[src/hdl/drm_pkg.sv]
// Shared constants, command and status types of the drip rate meter
package drm_pkg;

    // configuration port
    localparam int CFG_IDX_W  = 2;
    localparam int CFG_DATA_W = 24;

    localparam logic [CFG_IDX_W-1:0] CFG_WINDOW     = 2'd0;
    localparam logic [CFG_IDX_W-1:0] CFG_IDLE_DEB   = 2'd1;
    localparam logic [CFG_IDX_W-1:0] CFG_DROPS_UNIT = 2'd2;
    localparam logic [CFG_IDX_W-1:0] CFG_INIT_VOL   = 2'd3;

    // register reset values
    localparam logic [15:0] WINDOW_RST   = 16'd3000;
    localparam logic [9:0]  IDLE_DEB_RST = 10'd100;
    localparam logic [7:0]  DPU_RST      = 8'd13;
    localparam logic [23:0] INIT_VOL_RST = 24'd0;

    // 60000 ms per minute in Q8, and 15000 ms in Q8
    localparam logic [23:0] RATE_SCALE = 24'd15360000;
    localparam logic [21:0] DEB_SCALE  = 22'd3840000;
    localparam logic [27:0] ROUND_ADD  = 28'd5;

    // ceil(2^31 / 10): x / 10 is (x * RECIP10) >> 31 for any x below 2^28
    localparam logic [27:0] RECIP10 = 28'd214748365;

    localparam logic [23:0] MAX24 = 24'hFFFFFF;

    // shared divider
    localparam int DIV_NUM_W = 40;
    localparam int DIV_DEN_W = 32;
    localparam int DIV_CNT_W = 6;

    // quotient widths of each division
    localparam logic [DIV_CNT_W-1:0] N_RAW    = 6'd40;
    localparam logic [DIV_CNT_W-1:0] N_USED   = 6'd32;
    localparam logic [DIV_CNT_W-1:0] N_DEB    = 6'd22;

    // divider operations
    localparam logic [1:0] OP_RAW    = 2'd0;
    localparam logic [1:0] OP_USED   = 2'd1;
    localparam logic [1:0] OP_DEB    = 2'd2;

    typedef struct packed {
        logic       load_sample;
        logic       update;
        logic       mul_raw;
        logic       sum_smooth;
        logic       smooth_load;
        logic       div_start;
        logic [1:0] div_op;
        logic       load_out;
    } drm_cmd_t;

    typedef struct packed {
        logic window_end;
        logic div_done;
    } drm_status_t;

endpackage

[src/hdl/drm_if.sv]
// Sample and result channel interfaces of the drip rate meter

// Sensor sample channel
interface drm_sample_if;
    logic        valid;
    logic        ready;
    logic [31:0] sample_time_ms;
    logic        sensor_level;

    modport source (output valid, output sample_time_ms, output sensor_level, input ready);
    modport sink   (input valid, input sample_time_ms, input sensor_level, output ready);
    modport mon    (input valid, input sample_time_ms, input sensor_level, input ready);
endinterface

// Rate result channel
interface drm_result_if;
    logic               valid;
    logic               ready;
    logic [23:0]        drip_rate_q8;
    logic [23:0]        drop_total;
    logic [23:0]        volume_used_q8;
    logic signed [24:0] volume_left_q8;

    modport source (output valid, output drip_rate_q8, output drop_total,
                    output volume_used_q8, output volume_left_q8, input ready);
    modport sink   (input valid, input drip_rate_q8, input drop_total,
                    input volume_used_q8, input volume_left_q8, output ready);
    modport mon    (input valid, input drip_rate_q8, input drop_total,
                    input volume_used_q8, input volume_left_q8, input ready);
endinterface

[src/hdl/drm_div.sv]
// Restoring divider, one quotient bit per cycle, dividend left aligned
module drm_div (
    input  logic                           clk,
    input  logic                           rst_n,
    input  logic                           start,
    input  logic [drm_pkg::DIV_NUM_W-1:0]  dividend,
    input  logic [drm_pkg::DIV_DEN_W-1:0]  divisor,
    input  logic [drm_pkg::DIV_CNT_W-1:0]  nbits,
    output logic                           done,
    output logic [drm_pkg::DIV_NUM_W-1:0]  quotient
);
    import drm_pkg::*;

    logic                 busy_reg, busy_next;
    logic                 done_reg, done_next;
    logic [DIV_CNT_W-1:0] cnt_reg, cnt_next;
    logic [DIV_NUM_W-1:0] q_reg, q_next;
    logic [DIV_DEN_W-1:0] r_reg, r_next;
    logic [DIV_DEN_W-1:0] d_reg, d_next;
    logic [DIV_DEN_W:0]   trial;
    logic [DIV_DEN_W:0]   diff;
    logic                 ge;

    // one compare-subtract step
    assign trial = {r_reg, q_reg[DIV_NUM_W-1]};
    assign diff  = trial - {1'b0, d_reg};
    assign ge    = (trial >= {1'b0, d_reg});

    always_comb
    begin
        busy_next = busy_reg;
        done_next = 1'b0;
        cnt_next  = cnt_reg;
        q_next    = q_reg;
        r_next    = r_reg;
        d_next    = d_reg;
        if (start)
        begin
            busy_next = 1'b1;
            cnt_next  = nbits;
            q_next    = dividend;
            r_next    = '0;
            d_next    = divisor;
        end
        else if (busy_reg)
        begin
            q_next   = {q_reg[DIV_NUM_W-2:0], ge};
            r_next   = ge ? diff[DIV_DEN_W-1:0] : trial[DIV_DEN_W-1:0];
            cnt_next = cnt_reg - 1'b1;
            if (cnt_reg == DIV_CNT_W'(1))
            begin
                busy_next = 1'b0;
                done_next = 1'b1;
            end
        end
    end

    always_ff @(posedge clk or negedge rst_n)
    begin
        if (!rst_n)
        begin
            busy_reg <= 1'b0;
            done_reg <= 1'b0;
            cnt_reg  <= '0;
        end
        else
        begin
            busy_reg <= busy_next;
            done_reg <= done_next;
            cnt_reg  <= cnt_next;
        end
    end

    // operands need no reset
    always_ff @(posedge clk)
    begin
        q_reg <= q_next;
        r_reg <= r_next;
        d_reg <= d_next;
    end

    assign done     = done_reg;
    assign quotient = q_reg;

endmodule

[src/hdl/drm_ctrl.sv]
// Sequencer of the drip rate meter: handshakes and divider schedule
module drm_ctrl (
    input  logic                 clk,
    input  logic                 rst_n,
    input  logic                 in_valid,
    output logic                 in_ready,
    output logic                 out_valid,
    input  logic                 out_ready,
    input  drm_pkg::drm_status_t status,
    output drm_pkg::drm_cmd_t    cmd
);
    import drm_pkg::*;

    localparam logic [3:0] S_IDLE     = 4'd0;
    localparam logic [3:0] S_UPD      = 4'd1;
    localparam logic [3:0] S_MUL      = 4'd2;
    localparam logic [3:0] S_RAW_GO   = 4'd3;
    localparam logic [3:0] S_RAW_WAIT = 4'd4;
    localparam logic [3:0] S_SUM      = 4'd5;
    localparam logic [3:0] S_SMOOTH   = 4'd6;
    localparam logic [3:0] S_USE_GO   = 4'd7;
    localparam logic [3:0] S_USE_WAIT = 4'd8;
    localparam logic [3:0] S_DEB_GO   = 4'd9;
    localparam logic [3:0] S_DEB_WAIT = 4'd10;
    localparam logic [3:0] S_EMIT     = 4'd11;

    logic [3:0] state_reg, state_next;
    logic       out_valid_reg, out_valid_next;

    always_comb
    begin
        state_next     = state_reg;
        out_valid_next = out_valid_reg;
        cmd            = '0;
        // result slot drains on a beat
        if (out_valid_reg && out_ready)
        begin
            out_valid_next = 1'b0;
        end
        case (state_reg)
            S_IDLE:
            begin
                if (in_valid)
                begin
                    cmd.load_sample = 1'b1;
                    state_next      = S_UPD;
                end
            end
            S_UPD:
            begin
                cmd.update = 1'b1;
                state_next = status.window_end ? S_MUL : S_IDLE;
            end
            S_MUL:
            begin
                cmd.mul_raw = 1'b1;
                state_next  = S_RAW_GO;
            end
            S_RAW_GO:
            begin
                cmd.div_start = 1'b1;
                cmd.div_op    = OP_RAW;
                state_next    = S_RAW_WAIT;
            end
            S_RAW_WAIT:
            begin
                cmd.div_op = OP_RAW;
                if (status.div_done)
                begin
                    state_next = S_SUM;
                end
            end
            S_SUM:
            begin
                cmd.sum_smooth = 1'b1;
                state_next     = S_SMOOTH;
            end
            S_SMOOTH:
            begin
                // divide by ten through the reciprocal product
                cmd.smooth_load = 1'b1;
                state_next      = S_USE_GO;
            end
            S_USE_GO:
            begin
                cmd.div_start = 1'b1;
                cmd.div_op    = OP_USED;
                state_next    = S_USE_WAIT;
            end
            S_USE_WAIT:
            begin
                cmd.div_op = OP_USED;
                if (status.div_done)
                begin
                    state_next = S_DEB_GO;
                end
            end
            S_DEB_GO:
            begin
                cmd.div_start = 1'b1;
                cmd.div_op    = OP_DEB;
                state_next    = S_DEB_WAIT;
            end
            S_DEB_WAIT:
            begin
                cmd.div_op = OP_DEB;
                if (status.div_done)
                begin
                    state_next = S_EMIT;
                end
            end
            S_EMIT:
            begin
                // wait for a free output slot
                if (!out_valid_reg || out_ready)
                begin
                    cmd.load_out   = 1'b1;
                    out_valid_next = 1'b1;
                    state_next     = S_IDLE;
                end
            end
            default:
            begin
                state_next = S_IDLE;
            end
        endcase
    end

    always_ff @(posedge clk or negedge rst_n)
    begin
        if (!rst_n)
        begin
            state_reg     <= S_IDLE;
            out_valid_reg <= 1'b0;
        end
        else
        begin
            state_reg     <= state_next;
            out_valid_reg <= out_valid_next;
        end
    end

    assign in_ready  = (state_reg == S_IDLE);
    assign out_valid = out_valid_reg;

endmodule

[src/hdl/drm_dp.sv]
// Datapath of the drip rate meter: registers, drop tracking, rate math
module drm_dp (
    input  logic                               clk,
    input  logic                               rst_n,
    input  logic [31:0]                        sample_time_ms,
    input  logic                               sensor_level,
    input  logic                               cfg_we,
    input  logic [drm_pkg::CFG_IDX_W-1:0]      cfg_index,
    input  logic [drm_pkg::CFG_DATA_W-1:0]     cfg_data,
    input  drm_pkg::drm_cmd_t                  cmd,
    output drm_pkg::drm_status_t               status,
    output logic [23:0]                        drip_rate_q8,
    output logic [23:0]                        drop_total,
    output logic [23:0]                        volume_used_q8,
    output logic signed [24:0]                 volume_left_q8
);
    import drm_pkg::*;

    // configuration
    logic [15:0] window_ms_reg, window_ms_next;
    logic [9:0]  idle_deb_reg, idle_deb_next;
    logic [7:0]  dpu_reg, dpu_next;
    logic [23:0] init_vol_reg, init_vol_next;

    // tracking state
    logic        prev_level_reg, prev_level_next;
    logic [31:0] last_accept_reg, last_accept_next;
    logic [31:0] last_drop_reg, last_drop_next;
    logic [31:0] win_start_reg, win_start_next;
    logic [15:0] win_drops_reg, win_drops_next;
    logic [31:0] win_sum_reg, win_sum_next;
    logic [23:0] smoothed_reg, smoothed_next;
    logic [23:0] drops_seen_reg, drops_seen_next;
    logic [21:0] deb_reg, deb_next;

    // work registers
    logic [31:0]          t_reg;
    logic                 lvl_reg;
    logic [39:0]          num_reg;
    logic [23:0]          raw_reg;
    logic [27:0]          sum_reg;
    logic [23:0]          used_reg;
    logic [23:0]          rate_out_reg;
    logic [23:0]          total_out_reg;
    logic [23:0]          used_out_reg;
    logic signed [24:0]   left_out_reg;

    logic [31:0]          delta_acc;
    logic [31:0]          delta_drop;
    logic [31:0]          delta_win;
    logic [21:0]          deb_cur;
    logic                 is_drop;
    logic [32:0]          sum_ext;
    logic [7:0]           dpu_eff;
    logic [27:0]          old_x7;
    logic [27:0]          raw_x3;
    logic [55:0]          smooth_prod;

    logic [DIV_NUM_W-1:0] div_num;
    logic [DIV_DEN_W-1:0] div_den;
    logic [DIV_CNT_W-1:0] div_n;
    logic                 div_done;
    logic [DIV_NUM_W-1:0] div_q;

    // drop detection on the latched sample
    assign delta_acc  = t_reg - last_accept_reg;
    assign delta_drop = t_reg - last_drop_reg;
    assign delta_win  = t_reg - win_start_reg;
    assign deb_cur    = (smoothed_reg == '0) ? {12'd0, idle_deb_reg} : deb_reg;
    assign is_drop    = lvl_reg && !prev_level_reg && (delta_acc > {10'd0, deb_cur});
    assign sum_ext    = {1'b0, win_sum_reg} + {1'b0, delta_drop};
    assign dpu_eff    = (dpu_reg == '0) ? 8'd1 : dpu_reg;

    assign status.window_end = (delta_win >= {16'd0, window_ms_reg});
    assign status.div_done   = div_done;

    // blended sum divided by ten, quotient in bits 54:31
    assign smooth_prod = 56'(sum_reg) * 56'(RECIP10);

    // divider operand select
    always_comb
    begin
        case (cmd.div_op)
            OP_RAW:
            begin
                div_num = num_reg;
                div_den = win_sum_reg;
                div_n   = N_RAW;
            end
            OP_USED:
            begin
                div_num = {drops_seen_reg, 16'd0};
                div_den = {24'd0, dpu_eff};
                div_n   = N_USED;
            end
            OP_DEB:
            begin
                div_num = {DEB_SCALE, 18'd0};
                div_den = {8'd0, smoothed_reg};
                div_n   = N_DEB;
            end
            default:
            begin
                div_num = num_reg;
                div_den = win_sum_reg;
                div_n   = N_RAW;
            end
        endcase
    end

    drm_div u_div (
        .clk      (clk),
        .rst_n    (rst_n),
        .start    (cmd.div_start),
        .dividend (div_num),
        .divisor  (div_den),
        .nbits    (div_n),
        .done     (div_done),
        .quotient (div_q)
    );

    // next state of configuration and tracking registers
    always_comb
    begin
        window_ms_next   = window_ms_reg;
        idle_deb_next    = idle_deb_reg;
        dpu_next         = dpu_reg;
        init_vol_next    = init_vol_reg;
        prev_level_next  = prev_level_reg;
        last_accept_next = last_accept_reg;
        last_drop_next   = last_drop_reg;
        win_start_next   = win_start_reg;
        win_drops_next   = win_drops_reg;
        win_sum_next     = win_sum_reg;
        smoothed_next    = smoothed_reg;
        drops_seen_next  = drops_seen_reg;
        deb_next         = deb_reg;

        if (cfg_we)
        begin
            case (cfg_index)
                CFG_WINDOW:     window_ms_next = cfg_data[15:0];
                CFG_IDLE_DEB:   idle_deb_next  = cfg_data[9:0];
                CFG_DROPS_UNIT: dpu_next       = cfg_data[7:0];
                CFG_INIT_VOL:   init_vol_next  = cfg_data[23:0];
                default:        window_ms_next = window_ms_reg;
            endcase
        end

        // edge and drop bookkeeping
        if (cmd.update)
        begin
            prev_level_next = lvl_reg;
            if (is_drop)
            begin
                last_accept_next = t_reg;
                last_drop_next   = t_reg;
                win_sum_next     = sum_ext[32] ? 32'hFFFFFFFF : sum_ext[31:0];
                if (win_drops_reg != 16'hFFFF)
                begin
                    win_drops_next = win_drops_reg + 16'd1;
                end
                if (drops_seen_reg != MAX24)
                begin
                    drops_seen_next = drops_seen_reg + 24'd1;
                end
            end
        end

        // window restart once the raw rate is taken
        if (cmd.sum_smooth)
        begin
            win_sum_next   = '0;
            win_drops_next = '0;
            win_start_next = t_reg;
        end

        // new smoothed rate
        if (cmd.smooth_load)
        begin
            smoothed_next = smooth_prod[54:31];
        end

        if (div_done)
        begin
            case (cmd.div_op)
                OP_DEB:  deb_next = div_q[21:0];
                default: deb_next = deb_reg;
            endcase
        end
    end

    always_ff @(posedge clk or negedge rst_n)
    begin
        if (!rst_n)
        begin
            window_ms_reg   <= WINDOW_RST;
            idle_deb_reg    <= IDLE_DEB_RST;
            dpu_reg         <= DPU_RST;
            init_vol_reg    <= INIT_VOL_RST;
            prev_level_reg  <= 1'b0;
            last_accept_reg <= '0;
            last_drop_reg   <= '0;
            win_start_reg   <= '0;
            win_drops_reg   <= '0;
            win_sum_reg     <= '0;
            smoothed_reg    <= '0;
            drops_seen_reg  <= '0;
            deb_reg         <= '0;
        end
        else
        begin
            window_ms_reg   <= window_ms_next;
            idle_deb_reg    <= idle_deb_next;
            dpu_reg         <= dpu_next;
            init_vol_reg    <= init_vol_next;
            prev_level_reg  <= prev_level_next;
            last_accept_reg <= last_accept_next;
            last_drop_reg   <= last_drop_next;
            win_start_reg   <= win_start_next;
            win_drops_reg   <= win_drops_next;
            win_sum_reg     <= win_sum_next;
            smoothed_reg    <= smoothed_next;
            drops_seen_reg  <= drops_seen_next;
            deb_reg         <= deb_next;
        end
    end

    // 7 * old + 3 * raw, by shifts
    assign old_x7 = ({4'd0, smoothed_reg} << 3) - {4'd0, smoothed_reg};
    assign raw_x3 = ({4'd0, raw_reg} << 1) + {4'd0, raw_reg};

    // work and result registers, no reset needed
    always_ff @(posedge clk)
    begin
        if (cmd.load_sample)
        begin
            t_reg   <= sample_time_ms;
            lvl_reg <= sensor_level;
        end
        if (cmd.mul_raw)
        begin
            num_reg <= {24'd0, win_drops_reg} * {16'd0, RATE_SCALE};
        end
        if (cmd.sum_smooth)
        begin
            sum_reg <= old_x7 + raw_x3 + ROUND_ADD;
        end
        if (div_done && (cmd.div_op == OP_RAW))
        begin
            if ((win_drops_reg == '0) || (win_sum_reg == '0))
            begin
                raw_reg <= '0;
            end
            else
            begin
                raw_reg <= (div_q[39:24] != '0) ? MAX24 : div_q[23:0];
            end
        end
        if (div_done && (cmd.div_op == OP_USED))
        begin
            used_reg <= (div_q[39:24] != '0) ? MAX24 : div_q[23:0];
        end
        if (cmd.load_out)
        begin
            rate_out_reg  <= smoothed_reg;
            total_out_reg <= drops_seen_reg;
            used_out_reg  <= used_reg;
            left_out_reg  <= $signed({1'b0, init_vol_reg}) - $signed({1'b0, used_reg});
        end
    end

    assign drip_rate_q8   = rate_out_reg;
    assign drop_total     = total_out_reg;
    assign volume_used_q8 = used_out_reg;
    assign volume_left_q8 = left_out_reg;

endmodule

[src/hdl/drip_rate_meter_core.sv]
// Drip rate meter: drop counting, windowed rate with smoothing, volume
//
// Channels: "sample" takes one timestamped sensor sample per beat
// (sample_time_ms, sensor_level); "result" gives one beat at the end of
// each measurement window (smoothed rate, drop total, volume used and
// left). Registers are written through cfg_we / cfg_index / cfg_data;
// the user must write them only while the block is idle, and the block
// itself does not enforce this. A sample that does not close a window
// passes through the load and update states and yields no beat. A sample
// that closes a window runs three divisions of 40, 32 and 22 steps on
// the single shared bit-serial divider plus a divide by ten through a
// reciprocal multiply.
// Only one sample is worked on at a time; sample.ready is high while idle.
// A finished result sits in the output register, so the next sample is
// taken while the receiver stalls; if a second result is ready before the
// first is taken, the block waits for the slot to free.
// Reset (rst_n low, asynchronous) clears all counters and the smoothed
// rate and loads the register defaults: 3000 ms window, 100 ms idle
// debounce, 13 drops per unit, zero initial volume.
module drip_rate_meter_core (
    input  logic                           clk,
    input  logic                           rst_n,
    drm_sample_if.sink                     sample,
    drm_result_if.source                   result,
    input  logic                           cfg_we,
    input  logic [drm_pkg::CFG_IDX_W-1:0]  cfg_index,
    input  logic [drm_pkg::CFG_DATA_W-1:0] cfg_data
);
    import drm_pkg::*;

    drm_cmd_t    cmd;
    drm_status_t status;

    drm_ctrl u_ctrl (
        .clk       (clk),
        .rst_n     (rst_n),
        .in_valid  (sample.valid),
        .in_ready  (sample.ready),
        .out_valid (result.valid),
        .out_ready (result.ready),
        .status    (status),
        .cmd       (cmd)
    );

    drm_dp u_dp (
        .clk            (clk),
        .rst_n          (rst_n),
        .sample_time_ms (sample.sample_time_ms),
        .sensor_level   (sample.sensor_level),
        .cfg_we         (cfg_we),
        .cfg_index      (cfg_index),
        .cfg_data       (cfg_data),
        .cmd            (cmd),
        .status         (status),
        .drip_rate_q8   (result.drip_rate_q8),
        .drop_total     (result.drop_total),
        .volume_used_q8 (result.volume_used_q8),
        .volume_left_q8 (result.volume_left_q8)
    );

endmodule

[src/flat_wrapper.sv]
// flat-port wrapper written by rule: the top's interface ports become plain ports
module drip_rate_meter_core_flat import drm_pkg::*;
  (clk, rst_n, cfg_we, cfg_index, cfg_data, sample_valid, sample_sample_time_ms, sample_sensor_level, sample_ready, result_valid, result_drip_rate_q8, result_drop_total, result_volume_used_q8, result_volume_left_q8, result_ready);
  drm_sample_if sample_i ();
  drm_result_if result_i ();
  input  logic clk;
  input  logic rst_n;
  input  logic cfg_we;
  input  logic [drm_pkg::CFG_IDX_W-1:0] cfg_index;
  input  logic [drm_pkg::CFG_DATA_W-1:0] cfg_data;
  input wire logic [$bits(sample_i.valid)-1:0] sample_valid;
  input wire logic [$bits(sample_i.sample_time_ms)-1:0] sample_sample_time_ms;
  input wire logic [$bits(sample_i.sensor_level)-1:0] sample_sensor_level;
  output wire logic [$bits(sample_i.ready)-1:0] sample_ready;
  output wire logic [$bits(result_i.valid)-1:0] result_valid;
  output wire logic [$bits(result_i.drip_rate_q8)-1:0] result_drip_rate_q8;
  output wire logic [$bits(result_i.drop_total)-1:0] result_drop_total;
  output wire logic [$bits(result_i.volume_used_q8)-1:0] result_volume_used_q8;
  output wire logic [$bits(result_i.volume_left_q8)-1:0] result_volume_left_q8;
  input wire logic [$bits(result_i.ready)-1:0] result_ready;
  assign sample_i.valid = sample_valid;
  assign sample_i.sample_time_ms = sample_sample_time_ms;
  assign sample_i.sensor_level = sample_sensor_level;
  assign sample_ready = sample_i.ready;
  assign result_valid = result_i.valid;
  assign result_drip_rate_q8 = result_i.drip_rate_q8;
  assign result_drop_total = result_i.drop_total;
  assign result_volume_used_q8 = result_i.volume_used_q8;
  assign result_volume_left_q8 = result_i.volume_left_q8;
  assign result_i.ready = result_ready;
  drip_rate_meter_core u_core (.clk(clk), .rst_n(rst_n), .sample(sample_i), .result(result_i), .cfg_we(cfg_we), .cfg_index(cfg_index), .cfg_data(cfg_data));
endmodule
[config.mk]
export PLATFORM = sky130hd
export DESIGN_NAME = drip_rate_meter_core_flat
export DESIGN_NICKNAME = d
export VERILOG_FILES = /design/src/hdl/drm_pkg.sv /design/src/hdl/drm_if.sv /design/src/hdl/drm_div.sv /design/src/hdl/drm_ctrl.sv /design/src/hdl/drm_dp.sv /design/src/hdl/drip_rate_meter_core.sv /design/src/flat_wrapper.sv
export SDC_FILE = /design/constraint.sdc
export NUM_CORES = 2
export LEC_CHECK = 0
export BUFFER_PORTS_ARGS = -buffer_cell sky130_fd_sc_hd__buf_2
export CAP_MARGIN = 0
export CORE_MARGIN = 2
export CORE_UTILIZATION = 50
export DETAILED_ROUTE_END_ITERATION = 8
export PLACE_DENSITY = 0.66
export SYNTH_ARGS = -nofsm -noshare
export SYNTH_HDL_FRONTEND = slang
export SYNTH_SLANG_ARGS = --single-unit
[constraint.sdc]
create_clock -name clk -period 6.8 [get_ports clk]
set_clock_uncertainty 0.2 [all_clocks]
set_input_delay 1.36 -clock clk [delete_from_list [all_inputs] [get_ports clk]]
set_output_delay 1.36 -clock clk [all_outputs]
set_load 0.05 [all_outputs]
==> flow_summary.json <==
{
  "max_freq_ghz": 0.147,
  "fin_nets": 6348,
  "grt_pass1_wl_um": 209000,
  "synth.largest_area_cell": "edfxtp_1",
  "finalSetupViolCount": 1,
  "initial_core_util_pct": 50.2,
  "routed_wl_um": 135000,
  "rsz0062_at_grt": "true",
  "die_area_um2": 101000,
  "vias_per_cell": 5.44,
  "layout_min_cycle_time_ns": 6.82,
  "cp_max_fo": 3,
  "gp_congestion": 0.967,
  "drt-pass1-iter-count": 5,
  "synth_flop_cell": "edfxtp_1",
  "ys_seq_elements": 591,
  "crit_path_end_kind": "flip-flop",
  "dr.first_iter.drc_count": 2545,
  "cap_violations": 0,
  "rows": 115,
  "final-hold-violation-count": 0,
  "vias": 36087,
  "grt.total_usage_pct": 26.8,
  "finalPower_mw": 8.02,
  "antenna_found_initial": 9,
  "yosysUniqueCellTypes": 80,
  "grt_pass1_vias": 36067,
  "yosysSeqAreaShare_pct": 32.9,
  "htree_levels": 3,
  "pin_count": 163,
  "yosys_warnings": 0,
  "synthCells": 4867,
  "overflow": 0,
  "layout_common_cells": "834 x inv_1, 544 x ha_1, 396 x nand2_1",
  "clkSinkCount": 591,
  "final_common_cell": "inv_1",
  "die_h_um": 318,
  "async_reset_ff_share_pct": 43.0,
  "worstPathRequired_ns": 7.18,
  "critPathLaunchType": "flip-flop",
  "synthTopCellsByArea": "edfxtp_1 19%, fa_1 17%, ha_1 15%, dfrtp_1 12%, inv_1 6.7%",
  "core_um2": 98000,
  "cts_tree": "yes",
  "clock-root-buffer": "clkbuf_16",
  "finalMaxSlewViolations": 0,
  "timing_worst_slew_pin_value_ns": 1.19,
  "die_w_um": 318,
  "syn_area_um2": 49200,
  "status": "complete, but fails checks",
  "drive_gt1_share_pct": 16.0,
  "dp_hpwl_um": 109000,
  "post_drt_wl_per_cell_um": 20.4,
  "insertion_delay_ns": 0.65,
  "synth_nets": 5928,
  "portBuffers": 162,
  "powerDensity_nw_per_um2": 141,
  "crit_arrival_ns": 7.20,
  "avgSynthCellArea_um2": 10.1,
  "max_slew_margin_pct": 20.5,
  "violations": "setup timing",
  "finalCritPeriodShare_pct": 100,
  "largest_reg_flops": 40,
  "cts.clk_slew.worst_paths_ns": 0.06,
  "leakagePower_nw": 26.6,
  "tns_ns": -0.0191,
  "synth_edf_count": 305,
  "crit_type": "reg -> reg",
  "holdBufCountCts": 0,
  "ir_worst_vdd_mv": 0.185,
  "area_growth_pct": 15.2,
  "cts_buffers": 71,
  "grt_start_max_net_pins": 140,
  "drc": 0,
  "setup_slack_ns": -0.0191,
  "hold_path.class": "reg -> reg",
  "synth_top_area_share_pct": 18.6,
  "drt.antenna.violating_nets": 0,
  "cts.path.max_buffers": 3
}
-- cell usage after synthesis, types with 69 or more instances --
master,count
inv_1,872
ha_1,586
fa_1,411
nand2_1,400
edfxtp_1,305
o21ai_0,287
dfrtp_1,241
a21oi_1,224
nor2_1,197
xnor2_1,152
a21o_1,90
clkbuf_1,82
mux2_2,70
nand3_1,69
-- worst max-delay path, stage by stage (launching register included) --
cell and delay [ns]:
edfxtp_1 0.50, ha_4 0.20, clkinvlp_4 0.15, fa_1 0.52, fa_1 0.54, inv_1 0.05
fa_1 0.49, inv_1 0.05, fa_1 0.50, inv_2 0.05, fa_1 0.56, inv_2 0.05
fa_1 0.54, inv_1 0.07, ha_4 0.24, a21oi_2 0.14, o21ai_2 0.08, a21oi_2 0.30
o31a_1 0.19, a21oi_1 0.07, buf_4 0.17, nor3_4 0.22, o21a_1 0.19, o21ai_1 0.06
buf_4 0.15, or4_4 0.41, nand3_2 0.07
-- where the power goes --
group	internal (mW)	switching [mW]
combinational	0.136	0.173
sequential	3.82	0.0395
clock	2.18	1.66
total	6.14	1.88
-- path summary, 6_finish.rpt --
path / startpoint / to / slack (ns) / cells past startpoint
worst max-delay path: u_core.u_dp.sum_reg[12] / u_core.u_dp.smoothed_reg[16] / -0.02 / 26
worst min-delay path: u_core.u_dp.used_reg[14] / u_core.u_dp.volume_used_q8[14] / 0.25 / 0
worst max register to register: u_core.u_dp.sum_reg[12] / u_core.u_dp.smoothed_reg[16] / -0.02 / 26
worst min register to register: u_core.u_dp.used_reg[14] / u_core.u_dp.volume_used_q8[14] / 0.25 / 0
max in group asynchronous: rst_n / u_core.u_dp.win_start_reg[10] / 4.66 / 2
min in group asynchronous: rst_n / u_core.u_dp.win_drops_reg[14] / 0.42 / 1
-- stage by stage --
stage	area (um2)	cells	worst slack (ns)	utilization, %	hold slack (ns)
final	56700	6634	-0.0191	57.8	0.254
after CTS	55700	6599	-0.0359	56.9	0.250
after detailed placement	53200	6456	-0.289	54.3	0.235
after global placement	53200	6456	-0.199	54.3	0.238
after global routing	56700	6633	-0.227	57.8	0.286
after floorplan	49200	4867	0.0352	-	0.226
-- area by class of cell --
class,count,area (um2)
inverters,872,3290
repair buffers,455,3140
clock buffers,86,1890
multi-input cells,3296,30100
fillers,8323,41300
well taps,1287,1610
flip-flops and latches,591,16200
diodes,1,2.50
clock inverters,46,484
-- repair_timing --
item                       CTS  global route
buffers inserted            11            36
pin swaps                   29           128
hold endpoints to repair     0             0
gates resized for setup     21           156
setup endpoints to repair   14            50
-- cell families after synthesis --
logic type                 after synthesis  share of synthesized area, %
AOI/OAI and AO/OA                      921                          11.5
xor gates and xnor gates               204                          3.63
adders and majority gates              997                          31.6
buffers and inverters                  980                          7.54
DFF                                    591                          32.9
muxes                                  118                          2.58
and+or+nand+nor                       1056                          10.2
-- metal layers --
layer / global-route usage [%] / share of wire (%) / vias to the layer above
met4: 9.34 / 3.8 / 4
met3: 3.32 / 4.7 / 253
met5: 0 / 0.021 / -
met2: 44.4 / 47 / 856
li1: - / - / 17239
met1: 36.4 / 44 / 17735
No activity file was read; power rests on OpenSTA's default activity.
